<file path="src/hdl/ledbc_pkg.sv">
// Shared types, codes and constants of the LED blink controller.
package ledbc_pkg;

  localparam int NUM_LEDS_DEF    = 4;
  localparam int COUNT_WIDTH_DEF = 16;

  localparam int FUNC_W     = 2;
  localparam int IDX_W      = 2;
  localparam int CMD_W      = 3;
  localparam int PHASE_W    = 2;
  localparam int MODE_W     = 3;
  localparam int PERIOD_W   = 16;
  localparam int REG_IDX_W  = 2;
  localparam int CFG_DATA_W = 16;

  localparam logic [FUNC_W-1:0] FUNC_TICK   = 2'd0;
  localparam logic [FUNC_W-1:0] FUNC_SINGLE = 2'd1;
  localparam logic [FUNC_W-1:0] FUNC_ALL    = 2'd2;

  localparam logic [MODE_W-1:0] MODE_OFF    = 3'd0;
  localparam logic [MODE_W-1:0] MODE_ON     = 3'd1;
  localparam logic [MODE_W-1:0] MODE_SLOW   = 3'd2;
  localparam logic [MODE_W-1:0] MODE_NORMAL = 3'd3;
  localparam logic [MODE_W-1:0] MODE_FAST   = 3'd4;

  localparam logic [CMD_W-1:0] CMD_FAST = 3'd4;
  localparam logic [CMD_W-1:0] CMD_NEXT = 3'd5;
  localparam logic [CMD_W-1:0] CMD_PREV = 3'd6;

  localparam logic [PHASE_W-1:0] PH_LIT    = 2'd0;
  localparam logic [PHASE_W-1:0] PH_DARK   = 2'd1;
  localparam logic [PHASE_W-1:0] PH_TOGGLE = 2'd2;

  localparam logic [REG_IDX_W-1:0] REG_SLOW     = 2'd0;
  localparam logic [REG_IDX_W-1:0] REG_NORMAL   = 2'd1;
  localparam logic [REG_IDX_W-1:0] REG_FAST     = 2'd2;
  localparam logic [REG_IDX_W-1:0] REG_POLARITY = 2'd3;

  localparam logic [PERIOD_W-1:0] SLOW_RST   = 16'd10;
  localparam logic [PERIOD_W-1:0] NORMAL_RST = 16'd5;
  localparam logic [PERIOD_W-1:0] FAST_RST   = 16'd2;

  typedef struct packed {
    logic [PERIOD_W-1:0] slow;
    logic [PERIOD_W-1:0] norm;
    logic [PERIOD_W-1:0] fast;
  } period_cfg_t;

  typedef struct packed {
    logic               tick;
    logic               set;
    logic               step_next;
    logic               step_prev;
    logic [MODE_W-1:0]  mode;
    logic [PHASE_W-1:0] phase;
  } chan_ctl_t;

endpackage

</file>
<file path="src/hdl/ledbc_if.sv">
// Valid/ready channel interfaces for request and result words.
interface ledbc_in_if;
  import ledbc_pkg::*;
  logic               valid;
  logic               ready;
  logic [FUNC_W-1:0]  func;
  logic [IDX_W-1:0]   led_index;
  logic [CMD_W-1:0]   command;
  logic [PHASE_W-1:0] start_phase;

  modport source (output valid, func, led_index, command, start_phase, input ready);
  modport sink (input valid, func, led_index, command, start_phase, output ready);
endinterface

interface ledbc_out_if #(
  parameter int NUM_LEDS = ledbc_pkg::NUM_LEDS_DEF
);
  logic                valid;
  logic                ready;
  logic [NUM_LEDS-1:0] pin_levels;
  logic [NUM_LEDS-1:0] lit_mask;
  logic                bad_request;

  modport source (output valid, pin_levels, lit_mask, bad_request, input ready);
  modport sink (input valid, pin_levels, lit_mask, bad_request, output ready);
endinterface

</file>
<file path="src/hdl/led_blink_controller_unit.sv">
// Top level of the LED blink controller: input register, channel update, result register.
// A word accepted into the input register moves on to the result register once that register is free or being read.
// Throughput: one word per cycle while out ready holds; in ready follows out ready through the input register.
// All channels update in parallel in the cycle a word leaves the input register.
// Reset (synchronous, active low): channels off and dark, periods 10/5/2, pins active low,
// both pipeline registers empty.
module led_blink_controller_unit #(
  parameter int NUM_LEDS    = ledbc_pkg::NUM_LEDS_DEF,
  parameter int COUNT_WIDTH = ledbc_pkg::COUNT_WIDTH_DEF
) (
  input  logic                             clk,
  input  logic                             rst_n,
  ledbc_in_if.sink                         in_if,
  ledbc_out_if.source                      out_if,
  input  logic                             cfg_we,
  input  logic [ledbc_pkg::REG_IDX_W-1:0]  cfg_index,
  input  logic [ledbc_pkg::CFG_DATA_W-1:0] cfg_wdata
);
  import ledbc_pkg::*;

  period_cfg_t         periods_r;
  logic                pol_r;

  logic                s1_valid_r;
  logic [FUNC_W-1:0]   s1_func_r;
  logic [IDX_W-1:0]    s1_idx_r;
  logic [CMD_W-1:0]    s1_cmd_r;
  logic [PHASE_W-1:0]  s1_phase_r;

  logic                out_valid_r;
  logic [NUM_LEDS-1:0] pin_r, lit_r;
  logic                bad_r;

  logic                in_acc, adv, ok;
  logic [NUM_LEDS-1:0] lit_nxt;
  chan_ctl_t           ctl [NUM_LEDS];

  always_ff @(posedge clk) begin
    if (!rst_n) begin
      periods_r.slow <= SLOW_RST;
      periods_r.norm <= NORMAL_RST;
      periods_r.fast <= FAST_RST;
      pol_r          <= 1'b1;
    end else if (cfg_we) begin
      unique case (cfg_index)
        REG_SLOW:     periods_r.slow <= cfg_wdata[PERIOD_W-1:0];
        REG_NORMAL:   periods_r.norm <= cfg_wdata[PERIOD_W-1:0];
        REG_FAST:     periods_r.fast <= cfg_wdata[PERIOD_W-1:0];
        REG_POLARITY: pol_r          <= cfg_wdata[0];
      endcase
    end
  end

  assign adv         = s1_valid_r && (!out_valid_r || out_if.ready);
  assign in_if.ready = !s1_valid_r || adv;
  assign in_acc      = in_if.valid && in_if.ready;

  always_ff @(posedge clk) begin
    if (!rst_n) begin
      s1_valid_r <= 1'b0;
    end else if (in_acc || adv) begin
      s1_valid_r <= in_acc;
    end
  end

  always_ff @(posedge clk) begin
    if (in_acc) begin
      s1_func_r  <= in_if.func;
      s1_idx_r   <= in_if.led_index;
      s1_cmd_r   <= in_if.command;
      s1_phase_r <= in_if.start_phase;
    end
  end

  always_comb begin
    unique case (s1_func_r)
      FUNC_TICK:   ok = 1'b1;
      FUNC_SINGLE: ok = (int'(s1_idx_r) < NUM_LEDS) && (s1_cmd_r <= CMD_PREV) &&
                        (s1_phase_r <= PH_TOGGLE);
      FUNC_ALL:    ok = (s1_cmd_r <= CMD_FAST);
      default:     ok = 1'b0;
    endcase
  end

  generate
    for (genvar i = 0; i < NUM_LEDS; i++) begin : g_chan
      assign ctl[i].tick      = adv && (s1_func_r == FUNC_TICK);
      assign ctl[i].set       = adv && ok && ((s1_func_r == FUNC_ALL) ||
                                ((s1_func_r == FUNC_SINGLE) && (int'(s1_idx_r) == i)));
      assign ctl[i].step_next = (s1_func_r == FUNC_SINGLE) && (s1_cmd_r == CMD_NEXT);
      assign ctl[i].step_prev = (s1_func_r == FUNC_SINGLE) && (s1_cmd_r == CMD_PREV);
      assign ctl[i].mode      = s1_cmd_r;
      assign ctl[i].phase     = (s1_func_r == FUNC_ALL) ? PH_DARK : s1_phase_r;

      ledbc_chan #(
        .COUNT_WIDTH(COUNT_WIDTH)
      ) u_chan (
        .clk    (clk),
        .rst_n  (rst_n),
        .ctl    (ctl[i]),
        .periods(periods_r),
        .lit_nxt(lit_nxt[i])
      );
    end
  endgenerate

  always_ff @(posedge clk) begin
    if (!rst_n) begin
      out_valid_r <= 1'b0;
    end else if (adv) begin
      out_valid_r <= 1'b1;
    end else if (out_if.ready) begin
      out_valid_r <= 1'b0;
    end
  end

  always_ff @(posedge clk) begin
    if (adv) begin
      lit_r <= lit_nxt;
      pin_r <= pol_r ? ~lit_nxt : lit_nxt;
      bad_r <= !ok;
    end
  end

  assign out_if.valid       = out_valid_r;
  assign out_if.pin_levels  = pin_r;
  assign out_if.lit_mask    = lit_r;
  assign out_if.bad_request = bad_r;

endmodule

</file>
<file path="src/hdl/ledbc_chan.sv">
// One LED channel: mode, lit flag, reload period and down counter.
module ledbc_chan #(
  parameter int COUNT_WIDTH = ledbc_pkg::COUNT_WIDTH_DEF
) (
  input  logic                   clk,
  input  logic                   rst_n,
  input  ledbc_pkg::chan_ctl_t   ctl,
  input  ledbc_pkg::period_cfg_t periods,
  output logic                   lit_nxt
);
  import ledbc_pkg::*;

  logic [MODE_W-1:0]      mode_r, mode_nxt, target;
  logic                   lit_r;
  logic [COUNT_WIDTH-1:0] reload_r, reload_nxt, count_r, count_nxt, count_dec, per_cw;
  logic [PERIOD_W-1:0]    per;

  always_comb begin
    priority if (ctl.step_next) begin
      target = (mode_r >= MODE_FAST) ? MODE_OFF : mode_r + 1'b1;
    end else if (ctl.step_prev) begin
      target = (mode_r == MODE_OFF || mode_r > MODE_FAST) ? MODE_FAST : mode_r - 1'b1;
    end else begin
      target = ctl.mode;
    end
  end

  always_comb begin
    unique case (target)
      MODE_SLOW:   per = periods.slow;
      MODE_NORMAL: per = periods.norm;
      default:     per = periods.fast;
    endcase
  end

  generate
    if (COUNT_WIDTH >= PERIOD_W) begin : g_ext
      assign per_cw = {{(COUNT_WIDTH - PERIOD_W){1'b0}}, per};
    end else begin : g_trunc
      assign per_cw = per[COUNT_WIDTH-1:0];
    end
  endgenerate

  assign count_dec = count_r - 1'b1;

  always_comb begin
    mode_nxt   = mode_r;
    lit_nxt    = lit_r;
    reload_nxt = reload_r;
    count_nxt  = count_r;
    if (ctl.set) begin
      mode_nxt = target;
      if (target == MODE_OFF || target == MODE_ON) begin
        lit_nxt    = (target == MODE_ON);
        reload_nxt = '0;
        count_nxt  = '0;
      end else begin
        unique case (ctl.phase)
          PH_LIT:  lit_nxt = 1'b1;
          PH_DARK: lit_nxt = 1'b0;
          default: lit_nxt = ~lit_r;
        endcase
        reload_nxt = per_cw;
        count_nxt  = per_cw;
      end
    end else if (ctl.tick && reload_r != '0) begin
      if (count_dec == '0) begin
        lit_nxt   = ~lit_r;
        count_nxt = reload_r;
      end else begin
        count_nxt = count_dec;
      end
    end
  end

  always_ff @(posedge clk) begin
    if (!rst_n) begin
      mode_r   <= MODE_OFF;
      lit_r    <= 1'b0;
      reload_r <= '0;
      count_r  <= '0;
    end else begin
      mode_r   <= mode_nxt;
      lit_r    <= lit_nxt;
      reload_r <= reload_nxt;
      count_r  <= count_nxt;
    end
  end

endmodule

</file>
<file path="src/flat_wrapper.sv">
// flat-port wrapper written by rule: the top's interface ports become plain ports
module led_blink_controller_unit_flat import ledbc_pkg::*;
#(
  parameter int NUM_LEDS    = ledbc_pkg::NUM_LEDS_DEF,
  parameter int COUNT_WIDTH = ledbc_pkg::COUNT_WIDTH_DEF
)
  (clk, rst_n, cfg_we, cfg_index, cfg_wdata, in_if_valid, in_if_func, in_if_led_index, in_if_command, in_if_start_phase, in_if_ready, out_if_valid, out_if_pin_levels, out_if_lit_mask, out_if_bad_request, out_if_ready);
  ledbc_in_if in_if_i ();
  ledbc_out_if #(.NUM_LEDS(NUM_LEDS)) out_if_i ();
  input  logic clk;
  input  logic rst_n;
  input  logic cfg_we;
  input  logic [ledbc_pkg::REG_IDX_W-1:0] cfg_index;
  input  logic [ledbc_pkg::CFG_DATA_W-1:0] cfg_wdata;
  input wire logic [$bits(in_if_i.valid)-1:0] in_if_valid;
  input wire logic [$bits(in_if_i.func)-1:0] in_if_func;
  input wire logic [$bits(in_if_i.led_index)-1:0] in_if_led_index;
  input wire logic [$bits(in_if_i.command)-1:0] in_if_command;
  input wire logic [$bits(in_if_i.start_phase)-1:0] in_if_start_phase;
  output wire logic [$bits(in_if_i.ready)-1:0] in_if_ready;
  output wire logic [$bits(out_if_i.valid)-1:0] out_if_valid;
  output wire logic [$bits(out_if_i.pin_levels)-1:0] out_if_pin_levels;
  output wire logic [$bits(out_if_i.lit_mask)-1:0] out_if_lit_mask;
  output wire logic [$bits(out_if_i.bad_request)-1:0] out_if_bad_request;
  input wire logic [$bits(out_if_i.ready)-1:0] out_if_ready;
  assign in_if_i.valid = in_if_valid;
  assign in_if_i.func = in_if_func;
  assign in_if_i.led_index = in_if_led_index;
  assign in_if_i.command = in_if_command;
  assign in_if_i.start_phase = in_if_start_phase;
  assign in_if_ready = in_if_i.ready;
  assign out_if_valid = out_if_i.valid;
  assign out_if_pin_levels = out_if_i.pin_levels;
  assign out_if_lit_mask = out_if_i.lit_mask;
  assign out_if_bad_request = out_if_i.bad_request;
  assign out_if_i.ready = out_if_ready;
  led_blink_controller_unit #(.NUM_LEDS(NUM_LEDS), .COUNT_WIDTH(COUNT_WIDTH)) u_core (.clk(clk), .rst_n(rst_n), .in_if(in_if_i), .out_if(out_if_i), .cfg_we(cfg_we), .cfg_index(cfg_index), .cfg_wdata(cfg_wdata));
endmodule
</file>
<file path="config.mk">
export PLATFORM = sky130hd
export DESIGN_NAME = led_blink_controller_unit_flat
export DESIGN_NICKNAME = d
export VERILOG_FILES = /design/src/hdl/ledbc_pkg.sv /design/src/hdl/ledbc_if.sv /design/src/hdl/led_blink_controller_unit.sv /design/src/hdl/ledbc_chan.sv /design/src/flat_wrapper.sv
export SDC_FILE = /design/constraint.sdc
export NUM_CORES = 1
export LEC_CHECK = 0
export ABC_AREA = 1
export BUFFER_PORTS_ARGS = -buffer_cell sky130_fd_sc_hd__clkbuf_2
export CAP_MARGIN = 30
export CORE_ASPECT_RATIO = 1.75
export CORE_MARGIN = 3
export CORE_UTILIZATION = 63
export CTS_CLUSTER_DIAMETER = 40
export DETAILED_ROUTE_END_ITERATION = 8
export PLACE_DENSITY = 0.9
export SLEW_MARGIN = 20
export SYNTH_ARGS = -nofsm -noshare
export SYNTH_HDL_FRONTEND = slang
export SYNTH_SLANG_ARGS = --single-unit
</file>
<file path="constraint.sdc">
create_clock -name clk -period 2.8 [get_ports clk]
set_clock_uncertainty 0.05 [all_clocks]
set_input_delay 0.56 -clock clk [delete_from_list [all_inputs] [get_ports clk]]
set_output_delay 0.56 -clock clk [all_outputs]
set_load 0.005 [all_outputs]
</file>
==> results of run 1 <==
## metal layers
metal	wire length (um)	share of wire, %	vias to the layer above
met5	0	0	-
met4	3599	8.7	0
met3	2959	7.2	220
met2	20400	49	706
met1	14340	35	6414
li1	-	-	6741
## registers in the layout, indices dropped and copies added (netlist names)
| register | count |
|---|---|
| u_core.g_chan.u_chan.reload_r | 64 |
| u_core.out_if.valid | 1 |
| u_core.g_chan.u_chan.count_r | 64 |
| u_core.s1_cmd_r | 3 |
| u_core.periods_r | 48 |
| u_core.s1_idx_r | 2 |
| u_core.s1_valid_r | 1 |
| u_core.g_chan.u_chan.lit_r | 4 |
| u_core.out_if.bad_request | 1 |
| u_core.s1_phase_r | 2 |
| u_core.pol_r | 1 |
| u_core.g_chan.u_chan.mode_r | 12 |
| u_core.out_if.lit_mask | 4 |
| u_core.s1_func_r | 2 |
| u_core.out_if.pin_levels | 4 |
## what timing repair did
action,CTS,global route
hold buffers,0,0
endpoints found under the setup margin,0,38
buffers inserted,0,2
gates resized for setup,0,8
## layout make-up
| cell class | count | area share, % |
|---|---|---|
| clock buffers | 31 | 4.808 |
| clock inverters | 16 | 1.365 |
| inverters | 281 | 7.306 |
| multi-input cells | 1501 | 50.48 |
| flip-flops and latches | 213 | 30.49 |
| well taps | 248 | 2.129 |
| repair buffers | 72 | 3.417 |
## layout by cell type, fill, tap and decap left out, types with 4 or more instances in the layout
cell type and count:
nand2_1 577, inv_1 263, nor2_1 209, dfxtp_1 195, a21oi_1 184, nand3_1 137
o21ai_0 132, o211ai_1 54, clkbuf_2 41, nand4_1 31, clkbuf_16 27, buf_4 25
nor2_2 21, nand3b_1 20, nor2_4 18, ha_1 18, edfxtp_1 18, nand2_2 13
nor4_1 12, inv_2 12, o21ai_1 9, xnor2_1 6, o21ai_2 6, a31oi_1 5
nand2_4 5, buf_12 5, nand3_2 4, nor3_2 4, inv_4 4, a211oi_1 4
inv_8 4
## power breakdown
group / internal (mW) / switching (mW) / leakage, nW
Sequential: 3.19 / 0.114 / 1.75
Combinational: 0.649 / 1.29 / 4.72
Clock: 2.03 / 1.46 / 0.440
Total: 5.87 / 2.86 / 6.91
## worst register-to-register path: cells and delay by family (launching register included)
family,cells,cell delay (ns)
AO/OA/AOI/OAI,3,0.85
AND/OR/NAND/NOR,4,0.59
adder cells (fa/ha/maj),2,0.54
flip-flops,1,0.40
buffers and inverters,2,0.14
## worst paths after layout
kind	from	to	slack, ns	depth (start not counted)
max reg2reg	u_core.g_chan[2].u_chan.mode_r[0]	u_core.g_chan[2].u_chan.count_r[2]	0.1	11
min reg2reg	u_core.g_chan[0].u_chan.reload_r[13]	u_core.g_chan[0].u_chan.reload_r[13]	0.42	2
min	in_if_command[2]	u_core.s1_cmd_r[2]	0.14	1
max	u_core.g_chan[2].u_chan.mode_r[0]	u_core.g_chan[2].u_chan.count_r[2]	0.1	11
## cell families (layout without fill, tap and decap cells)
family	count (synthesis)	after routing	synth area share, %
buffers and inverters	366	400	11.63
adder cells (fa/ha/maj)	20	20	1.879
flip-flops	213	213	33.37
AO/OA/AOI/OAI	403	403	16.79
XOR/XNOR	9	9	0.5919
AND/OR/NAND/NOR	1069	1069	35.74
## through the flow
| stage | hold slack (ns) | std cells | worst slack [ns] | utilization (%) |
|---|---|---|---|---|
| floorplan | 0.3953 | 2080 | 0.5203 | - |
| finish | 0.1407 | 2362 | 0.09791 | 70.93 |
| global placement | 0.4025 | 2313 | 0.1627 | 66.20 |
| detailed placement | 0.4076 | 2313 | 0.1039 | 66.20 |
| global route | 0.1398 | 2362 | 0.02020 | 70.93 |
| CTS | 0.1374 | 2360 | 0.08422 | 70.58 |
==> results by group, run 1 <==
CTS
  • H-tree depth: 1
  • TritonCTS clock tree: done
  • Num CTS Buffers: 26
  • Sinks on Clock Net: 213
  • Clock Tree Buf Depth: 3
  • CTS Root Buffer Type: clkbuf_16
  • Worst-path clk slew: 0.06 ns
  • Clock latency on the worst-skew pair: 0.55 ns

Die
  • Rows: 69
  • Chip width: 115.9 um
  • Die ar.: 22990 sq um
  • Initial core utilization: 64.82%
  • CORE AREA: 20550 sq um
  • Die Ht: 198.3 um
  • IO Pins: 43

Layout
  • Footprint of the multi-input gates: 7357 sq um
  • Fillers: 1737
  • Reg area: 4444 sq um
  • Net count, final: 2147
  • P&R area growth vs syn: 9.433%
  • Final instance area: 14570 sq um
  • Share of cells above drive strength 1: 10.26%
  • Antenna Cells: 0

Routing
  • Drt via density: 5.961
  • Final ANT Viol Nets: 0
  • DR vias: 14080
  • Wire per inst: 17.49 um
  • DR pass1 iterations: 6
  • Routed WL: 41300 um
  • Initial DRC Count: 1476
  • DRC viols: 0

Synth
  • Synth top area share: 29.31%
  • Ys Warns: 0
  • Sequential area share after synthesis: 33.37%
  • Syn_area_per_cell: 6.403 sq um
  • Cell with the most instances after synthesis: nand2_1
  • Seq cells post-synth: 213
  • Commonest cells post-synth: nand2_1, inv_1, nor2_1
  • Top_reg_cell synth: dfxtp_1
  • Synthesized Nets: 2132
  • Synth area leaders: dfxtp_1, nand2_1, inv_1
  • EDFF count, synth: 18
  • Synth area leader: dfxtp_1
  • Syn Std Cell Area: 13320 sq um
  • Mapped Cells: 2080
  • Distinct cells, synth: 51
  • Ys async rst share: 0%

Critical path
  • CP endpoint kind: register
  • Delay-heaviest family, CP: compound AO/OA/AOI/OAI gates
  • CP startpoint kind: register
  • Slowest-stage cell, CP: o21ai_2
  • Worst Path Required: 3.17 ns
  • WS Path Type: reg -> reg
  • Slowest stage delay, CP: 0.62 ns
  • Cell-by-cell trace of the critical path: inv_1 -> ha_1 -> ha_1 -> o21ai_2 -> nand2_2 -> o21ai_2 -> nor2_1 -> nand3_1 -> nand2_1 -> inv_1 -> a21oi_1
  • Critical path buffers and inverters: 2
  • Arr. time, crit path: 3.07 ns
  • Crit Path Max Fanout: 16

Timing
  • Worst-margin pin slew: 0.8561 ns
  • Final Slew Violations: 0
  • Final Hold Viols: 0
  • RSZ-0062 raised after global routing: false
  • Sum of negative setup slack: 0 ns
  • Post-route minimum period: 2.702 ns
  • Max Freq: 370.1 MHz
  • Final setup viols: 0
  • Period utilization: 96.50%
  • Slew headroom: 42.40%

GRT
  • M1 GR Usage: 39.25%
  • Largest net degree at the start of global routing: 120
  • GR Util met3: 4.587%
  • Met2 usage: 61.58%
  • First-pass GRT wire length: 65280 um
  • GRT busiest layer: met2
  • Total track usage: 35.52%
  • Vias in the first global route: 13100
  • Antenna violations before repair: 0
  • GRT overflow: 0

Place
  • Hpwl dp: 30240 um
  • Routability-driven placement congestion ratio: 1.017
  • Port buffer count: 42
  • Dpl cell area: 13600 sq um

Flow run
  • Max cap viols: 0

Pwr
  • Worst VDD drop: 0.0006980 V
  • Total power: 8.738 mW
  • Lkg Pwr: 6.909 nW
  • Pwr dens: 599.5 nW/um^2

Outcome
  • Status: complete, no violations

Min path
  • Min-Delay Path Class: in -> reg
Power figures use the tool's default switching activity.
==> run 2: changes to the inputs <==
--- a/config.mk
+++ b/config.mk
@@ -5,7 +5,6 @@
 export SDC_FILE = /design/constraint.sdc
 export NUM_CORES = 1
 export LEC_CHECK = 0
-export ABC_AREA = 1
 export BUFFER_PORTS_ARGS = -buffer_cell sky130_fd_sc_hd__clkbuf_2
 export CAP_MARGIN = 30
 export CORE_ASPECT_RATIO = 1.75
==> results by group, run 2 <==
Timing
  • Final setup viols: 0
  • Worst-margin pin slew: 0.8878 ns
  • Max Freq: 367.1 MHz
  • Final Hold Viols: 0
  • Slew headroom: 40.81%
  • Period utilization: 97.28%
  • Sum of negative setup slack: 0 ns
  • Post-route minimum period: 2.724 ns
  • Final Slew Violations: 0

Synth
  • Syn Std Cell Area: 12120 sq um
  • EDFF count, synth: 18
  • Seq cells post-synth: 213
  • Syn_area_per_cell: 7.837 sq um
  • Ys async rst share: 0%
  • Distinct cells, synth: 102
  • Cell with the most instances after synthesis: nand2_1
  • Commonest cells post-synth: nand2_1, dfxtp_1, nor2_1
  • Synth area leaders: dfxtp_1, nand2_1, a21oi_1
  • Ys Warns: 0
  • Synthesized Nets: 1599
  • Synth top area share: 32.20%
  • Synth area leader: dfxtp_1
  • Top_reg_cell synth: dfxtp_1
  • Sequential area share after synthesis: 36.66%
  • Mapped Cells: 1547

CTS
  • H-tree depth: 1
  • Clock latency on the worst-skew pair: 0.52 ns
  • CTS Root Buffer Type: clkbuf_16
  • Num CTS Buffers: 24
  • Worst-path clk slew: 0.06 ns
  • TritonCTS clock tree: done
  • Clock Tree Buf Depth: 3
  • Sinks on Clock Net: 213

Layout
  • P&R area growth vs syn: 14.33%
  • Net count, final: 1646
  • Share of cells above drive strength 1: 15.20%
  • Largest registers: u_core.g_chan.u_chan.count_r: 64 flops, u_core.g_chan.u_chan.reload_r: 64 flops, u_core.periods_r: 48 flops
  • Most frequent cells in the layout: nand2_1, dfxtp_1, nor2_1, a21oi_1, o21ai_0
  • Most common cell after layout, fill and taps aside: nand2_1
  • Antenna Cells: 0

Critical path
  • CP startpoint kind: register
  • Critical R2R Capture: u_core.g_chan[2].u_chan.count_r[6]
  • Slowest-stage cell, CP: or4bb_1
  • Crit path launch: u_core.s1_func_r[1]
  • Reg2Reg Depth: 6
  • Arr. time, crit path: 3.12 ns
  • Slowest stage delay, CP: 0.61 ns
  • CP Depth: 6
  • Delay-heaviest family, CP: compound AO/OA/AOI/OAI gates
  • Reg2reg setup slack: 0.08 ns
  • Critical path endpoint: u_core.g_chan[2].u_chan.count_r[6]
  • Crit Path Max Fanout: 16
  • Cell-by-cell trace of the critical path: or4bb_1 -> o221a_1 -> or2_2 -> o21ai_0 -> o22ai_1 -> a21oi_1
  • CP endpoint kind: register
  • FF-to-FF Start: u_core.s1_func_r[1]
  • Worst Path Required: 3.20 ns
  • Critical path buffers and inverters: 0
  • WS Path Type: reg -> reg

Die
  • Rows: 66
  • IO Pins: 43
  • CORE AREA: 18750 sq um
  • Die ar.: 21010 sq um
  • Initial core utilization: 64.68%
  • Die Ht: 189.5 um
  • Chip width: 110.9 um

Routing
  • DR pass1 iterations: 7
  • Routed WL: 40900 um
  • DRC viols: 0
  • Initial DRC Count: 1422
  • DR vias: 12620
  • Wire per inst: 22.11 um
  • Final ANT Viol Nets: 0
  • Drt via density: 6.823

GRT
  • Largest net degree at the start of global routing: 81
  • Vias in the first global route: 12390
  • First-pass GRT wire length: 65070 um
  • Antenna violations before repair: 0
  • Total track usage: 38.26%
  • GRT overflow: 0

Place
  • Port buffer count: 42
  • Routability-driven placement congestion ratio: 1.031
  • Hpwl dp: 28760 um

Pwr
  • Lkg Pwr: 5.434 nW
  • Worst VDD drop: 0.0005996 V
  • Total power: 8.631 mW
  • Pwr dens: 622.6 nW/um^2

Flow run
  • Max cap viols: 0

Outcome
  • Status: complete, no violations

Min path
  • Min-Delay Path Class: in -> reg
## run 2: through the flow
stage	cell area (sq um)	instances	hold slack [ns]	setup WS (ns)	util, %
floorplan	12120	1547	0.3940	0.06627	-
detailed placement	12890	1804	0.4140	0.03372	68.78
CTS	13760	1848	0.1552	0.02072	73.41
global placement	12890	1804	0.4089	0.1399	68.78
finish	13860	1850	0.1607	0.07619	73.95
global route	13860	1850	0.1612	-0.04879	73.95
## run 2: layout make-up
type                    count  area [sq um]
multi-input cells        1189          7136
clock buffers              30         674.4
well taps                 238         297.8
fillers                  1277          4883
repair buffers            132         985.9
flip-flops and latches    213          4446
inverters                  34         127.6
clock inverters            14         195.2
## run 2: power breakdown
part	total [mW]	switching [mW]	internal, mW	leakage [nW]
Combinational	1.77	1.05	0.721	3.26
Clock	3.43	1.40	2.03	0.423
Sequential	3.43	0.208	3.22	1.75
## run 2: worst min-delay path by stage
stage | from | endpoint | slack (ns) | depth (start not counted)
after floorplan | u_core.g_chan[1].u_chan.reload_r[14] | u_core.g_chan[1].u_chan.count_r[14] | 0.39 | 2
after global placement | u_core.g_chan[1].u_chan.reload_r[14] | u_core.g_chan[1].u_chan.count_r[14] | 0.41 | 2
after detailed placement | u_core.g_chan[1].u_chan.reload_r[14] | u_core.g_chan[1].u_chan.count_r[14] | 0.41 | 2
after CTS | in_if_start_phase[1] | u_core.s1_phase_r[1] | 0.16 | 1
after global routing | in_if_led_index[1] | u_core.s1_idx_r[1] | 0.16 | 1
final | in_if_start_phase[1] | u_core.s1_phase_r[1] | 0.16 | 1
## run 2: logic make-up (layout without fill, tap and decap cells)
logic type	count (synthesis)	after routing	synth area share [%]
AO/OA/AOI/OAI	426	426	22.51
XOR/XNOR	42	42	3.034
adder cells (fa/ha/maj)	20	20	2.064
buffers and inverters	145	210	5.408
flip-flops	213	213	36.66
multiplexers	64	64	5.377
AND/OR/NAND/NOR	637	637	24.95
## run 2: worst reg2reg max path, cell delays in order (launching register included)
cell and delay [ns]:
edfxtp_1 0.45, or4bb_1 0.61, o221a_1 0.32, or2_2 0.46, o21ai_0 0.49, o22ai_1 0.14, a21oi_1 0.13
## run 2: routing by layer
metal | track usage (%) | share of wire, %
met5 | 0 | 0
met4 | 31.96 | 10
met3 | 6.620 | 9.1
met2 | 65.32 | 48
met1 | 40.81 | 33
## run 2: timing repair
item,4_1_cts,5_1_grt
gates resized for setup,0,26
setup buffers,0,2
hold buffers,0,0
endpoints found under the setup margin,0,52
==> run 3: changes to the inputs <==
--- a/config.mk
+++ b/config.mk
@@ -6,13 +6,13 @@
 export NUM_CORES = 1
 export LEC_CHECK = 0
 export BUFFER_PORTS_ARGS = -buffer_cell sky130_fd_sc_hd__clkbuf_2
-export CAP_MARGIN = 30
+export CAP_MARGIN = 10
 export CORE_ASPECT_RATIO = 1.75
 export CORE_MARGIN = 3
 export CORE_UTILIZATION = 63
 export CTS_CLUSTER_DIAMETER = 40
 export DETAILED_ROUTE_END_ITERATION = 8
-export PLACE_DENSITY = 0.9
+export PLACE_DENSITY = 0.84
 export SLEW_MARGIN = 20
 export SYNTH_ARGS = -nofsm -noshare
 export SYNTH_HDL_FRONTEND = slang
==> results by group, run 3 (synthesis results as in run 2) <==
Outcome
  • Status: complete, no violations

CTS
  • Clock latency on the worst-skew pair: 0.51 ns
  • H-tree depth: 1
  • Hold_buf cts: 0
  • Num CTS Buffers: 23
  • Clock Tree Buf Depth: 3
  • CTS Root Buffer Type: clkbuf_16
  • Sinks on Clock Net: 213
  • Worst-path clk slew: 0.06 ns
  • TritonCTS clock tree: done

Routing
  • DR pass1 iterations: 6
  • Initial DRC Count: 1419
  • Drt via density: 6.641
  • Routed WL: 40010 um
  • DRC viols: 0
  • Final ANT Viol Nets: 0
  • Wire per inst: 21.58 um
  • DR vias: 12310

Layout
  • Net count, final: 1651
  • P&R area growth vs syn: 13.83%
  • Share of cells above drive strength 1: 15.16%
  • Most common cell after layout, fill and taps aside: nand2_1
  • Fin cells: 1854
  • Fillers: 1404
  • Final Core Density: 73.62%
  • Antenna Cells: 0
  • Largest registers: u_core.g_chan.u_chan.count_r: 64 flops, u_core.g_chan.u_chan.reload_r: 64 flops, u_core.periods_r: 48 flops
  • Most frequent cells in the layout: nand2_1, dfxtp_1, nor2_1, a21oi_1, o21ai_0

GRT
  • Vias in the first global route: 12100
  • Antenna violations before repair: 0
  • GRT overflow: 0
  • Largest net degree at the start of global routing: 37
  • First-pass GRT wire length: 62670 um
  • Total track usage: 36.70%

Flow run
  • Max cap viols: 0

Critical path
  • Arr. time, crit path: 3.10 ns
  • Slowest stage delay, CP: 0.61 ns
  • CP startpoint kind: register
  • Slowest-stage cell, CP: or4bb_1
  • Crit Path Max Fanout: 7
  • WS Path Type: reg -> reg
  • CP endpoint kind: register
  • Cell-by-cell trace of the critical path: or4bb_1 -> o221a_2 -> or2_0 -> buf_4 -> o21ai_0 -> nand2_1 -> o22ai_1
  • Worst Path Required: 3.18 ns

Pwr
  • Pwr dens: 598.4 nW/um^2
  • Lkg Pwr: 5.406 nW
  • Worst VDD drop: 0.0005380 V
  • Total power: 8.258 mW

Die
  • Chip width: 110.9 um
  • Die ar.: 21010 sq um
  • CORE AREA: 18750 sq um
  • IO Pins: 43
  • Die Ht: 189.5 um
  • Rows: 66
  • Initial core utilization: 64.68%

Timing
  • Slew headroom: 56.45%
  • Worst-margin pin slew: 0.6473 ns
  • Post-route minimum period: 2.715 ns
  • Max Freq: 368.3 MHz
  • Period utilization: 96.98%
  • Final setup viols: 0
  • Final Hold Viols: 0
  • Final Slew Violations: 0

Place
  • Hpwl dp: 28980 um
  • Port buffer count: 42
  • Placed Cells: 1810
  • Routability-driven placement congestion ratio: 1.045

Min path
  • Min-Delay Path Class: in -> reg
## run 3: changes by cell type in the layout (fill, tap and decap cells not counted), sizes merged
cell	change
buf	+6
bufinv	-2
clkbuf	+5
clkinv	+1
clkinvlp	-1
inv	-5
## run 3: final cells by class
class / count / area [sq um] / share of cell area, %
Inverter: 34 / 127.6 / 0.9248
Clock buffer: 35 / 670.6 / 4.859
Timing Repair Buffer: 138 / 1031 / 7.471
Sequential cell: 213 / 4446 / 32.21
Multi-Input combinational cell: 1189 / 7147 / 51.79
Tap cell: 238 / 297.8 / 2.158
Clock inverter: 7 / 81.33 / 0.5893
## run 3: power by group
group | switching [mW] | internal [mW] | total [mW]
sequential | 0.208 | 3.22 | 3.43
clock | 1.27 | 1.76 | 3.03
combinational | 1.05 | 0.753 | 1.80
total | 2.53 | 5.73 | 8.26
## run 3: metrics by stage
| step | setup WS, ns | TNS (ns) | instance area, sq um | hold WS (ns) |
|---|---|---|---|---|
| floorplan | 0.06627 | 0 | 12120 | 0.3940 |
| CTS | 0.03643 | 0 | 13700 | 0.1732 |
| finish | 0.08456 | 0 | 13800 | 0.1747 |
| global route | -0.03787 | -0.03787 | 13800 | 0.1702 |
| detailed placement | -0.03666 | -0.03666 | 12940 | 0.4102 |
| global placement | -0.02246 | -0.02246 | 12940 | 0.4100 |
## run 3: repair_timing
action | 4_1_cts | 5_1_grt
setup endpoints to repair | 3 | 43
gates resized for setup | 2 | 23
buffers inserted | 0 | 2
## run 3: worst max-delay path: cells and delay by family, from the launching register on
kind	cells	cell delay, ns
AO/OA/AOI/OAI	3	0.73
buffers and inverters	1	0.22
flip-flops	1	0.50
AND/OR/NAND/NOR	3	1.15
## run 3: final timing paths
check	cells after the start	from	slack (ns)	endpoint
setup / recovery	7	u_core.s1_cmd_r[0]	0.08	u_core.g_chan[1].u_chan.count_r[5]
hold / removal	1	in_if_led_index[0]	0.17	u_core.s1_idx_r[0]
setup reg to reg	7	u_core.s1_cmd_r[0]	0.08	u_core.g_chan[1].u_chan.count_r[5]
hold reg to reg	2	u_core.g_chan[1].u_chan.reload_r[0]	0.43	u_core.g_chan[1].u_chan.reload_r[0]
## run 3: routing by layer
metal | routed length [um] | global-route usage [%] | up-vias
li1 | - | - | 5663
met1 | 13490 | 38.94 | 5696
met2 | 19560 | 65.46 | 694
met3 | 3117 | 4.989 | 259
met4 | 3848 | 27.45 | 0
met5 | 0 | 0 | -
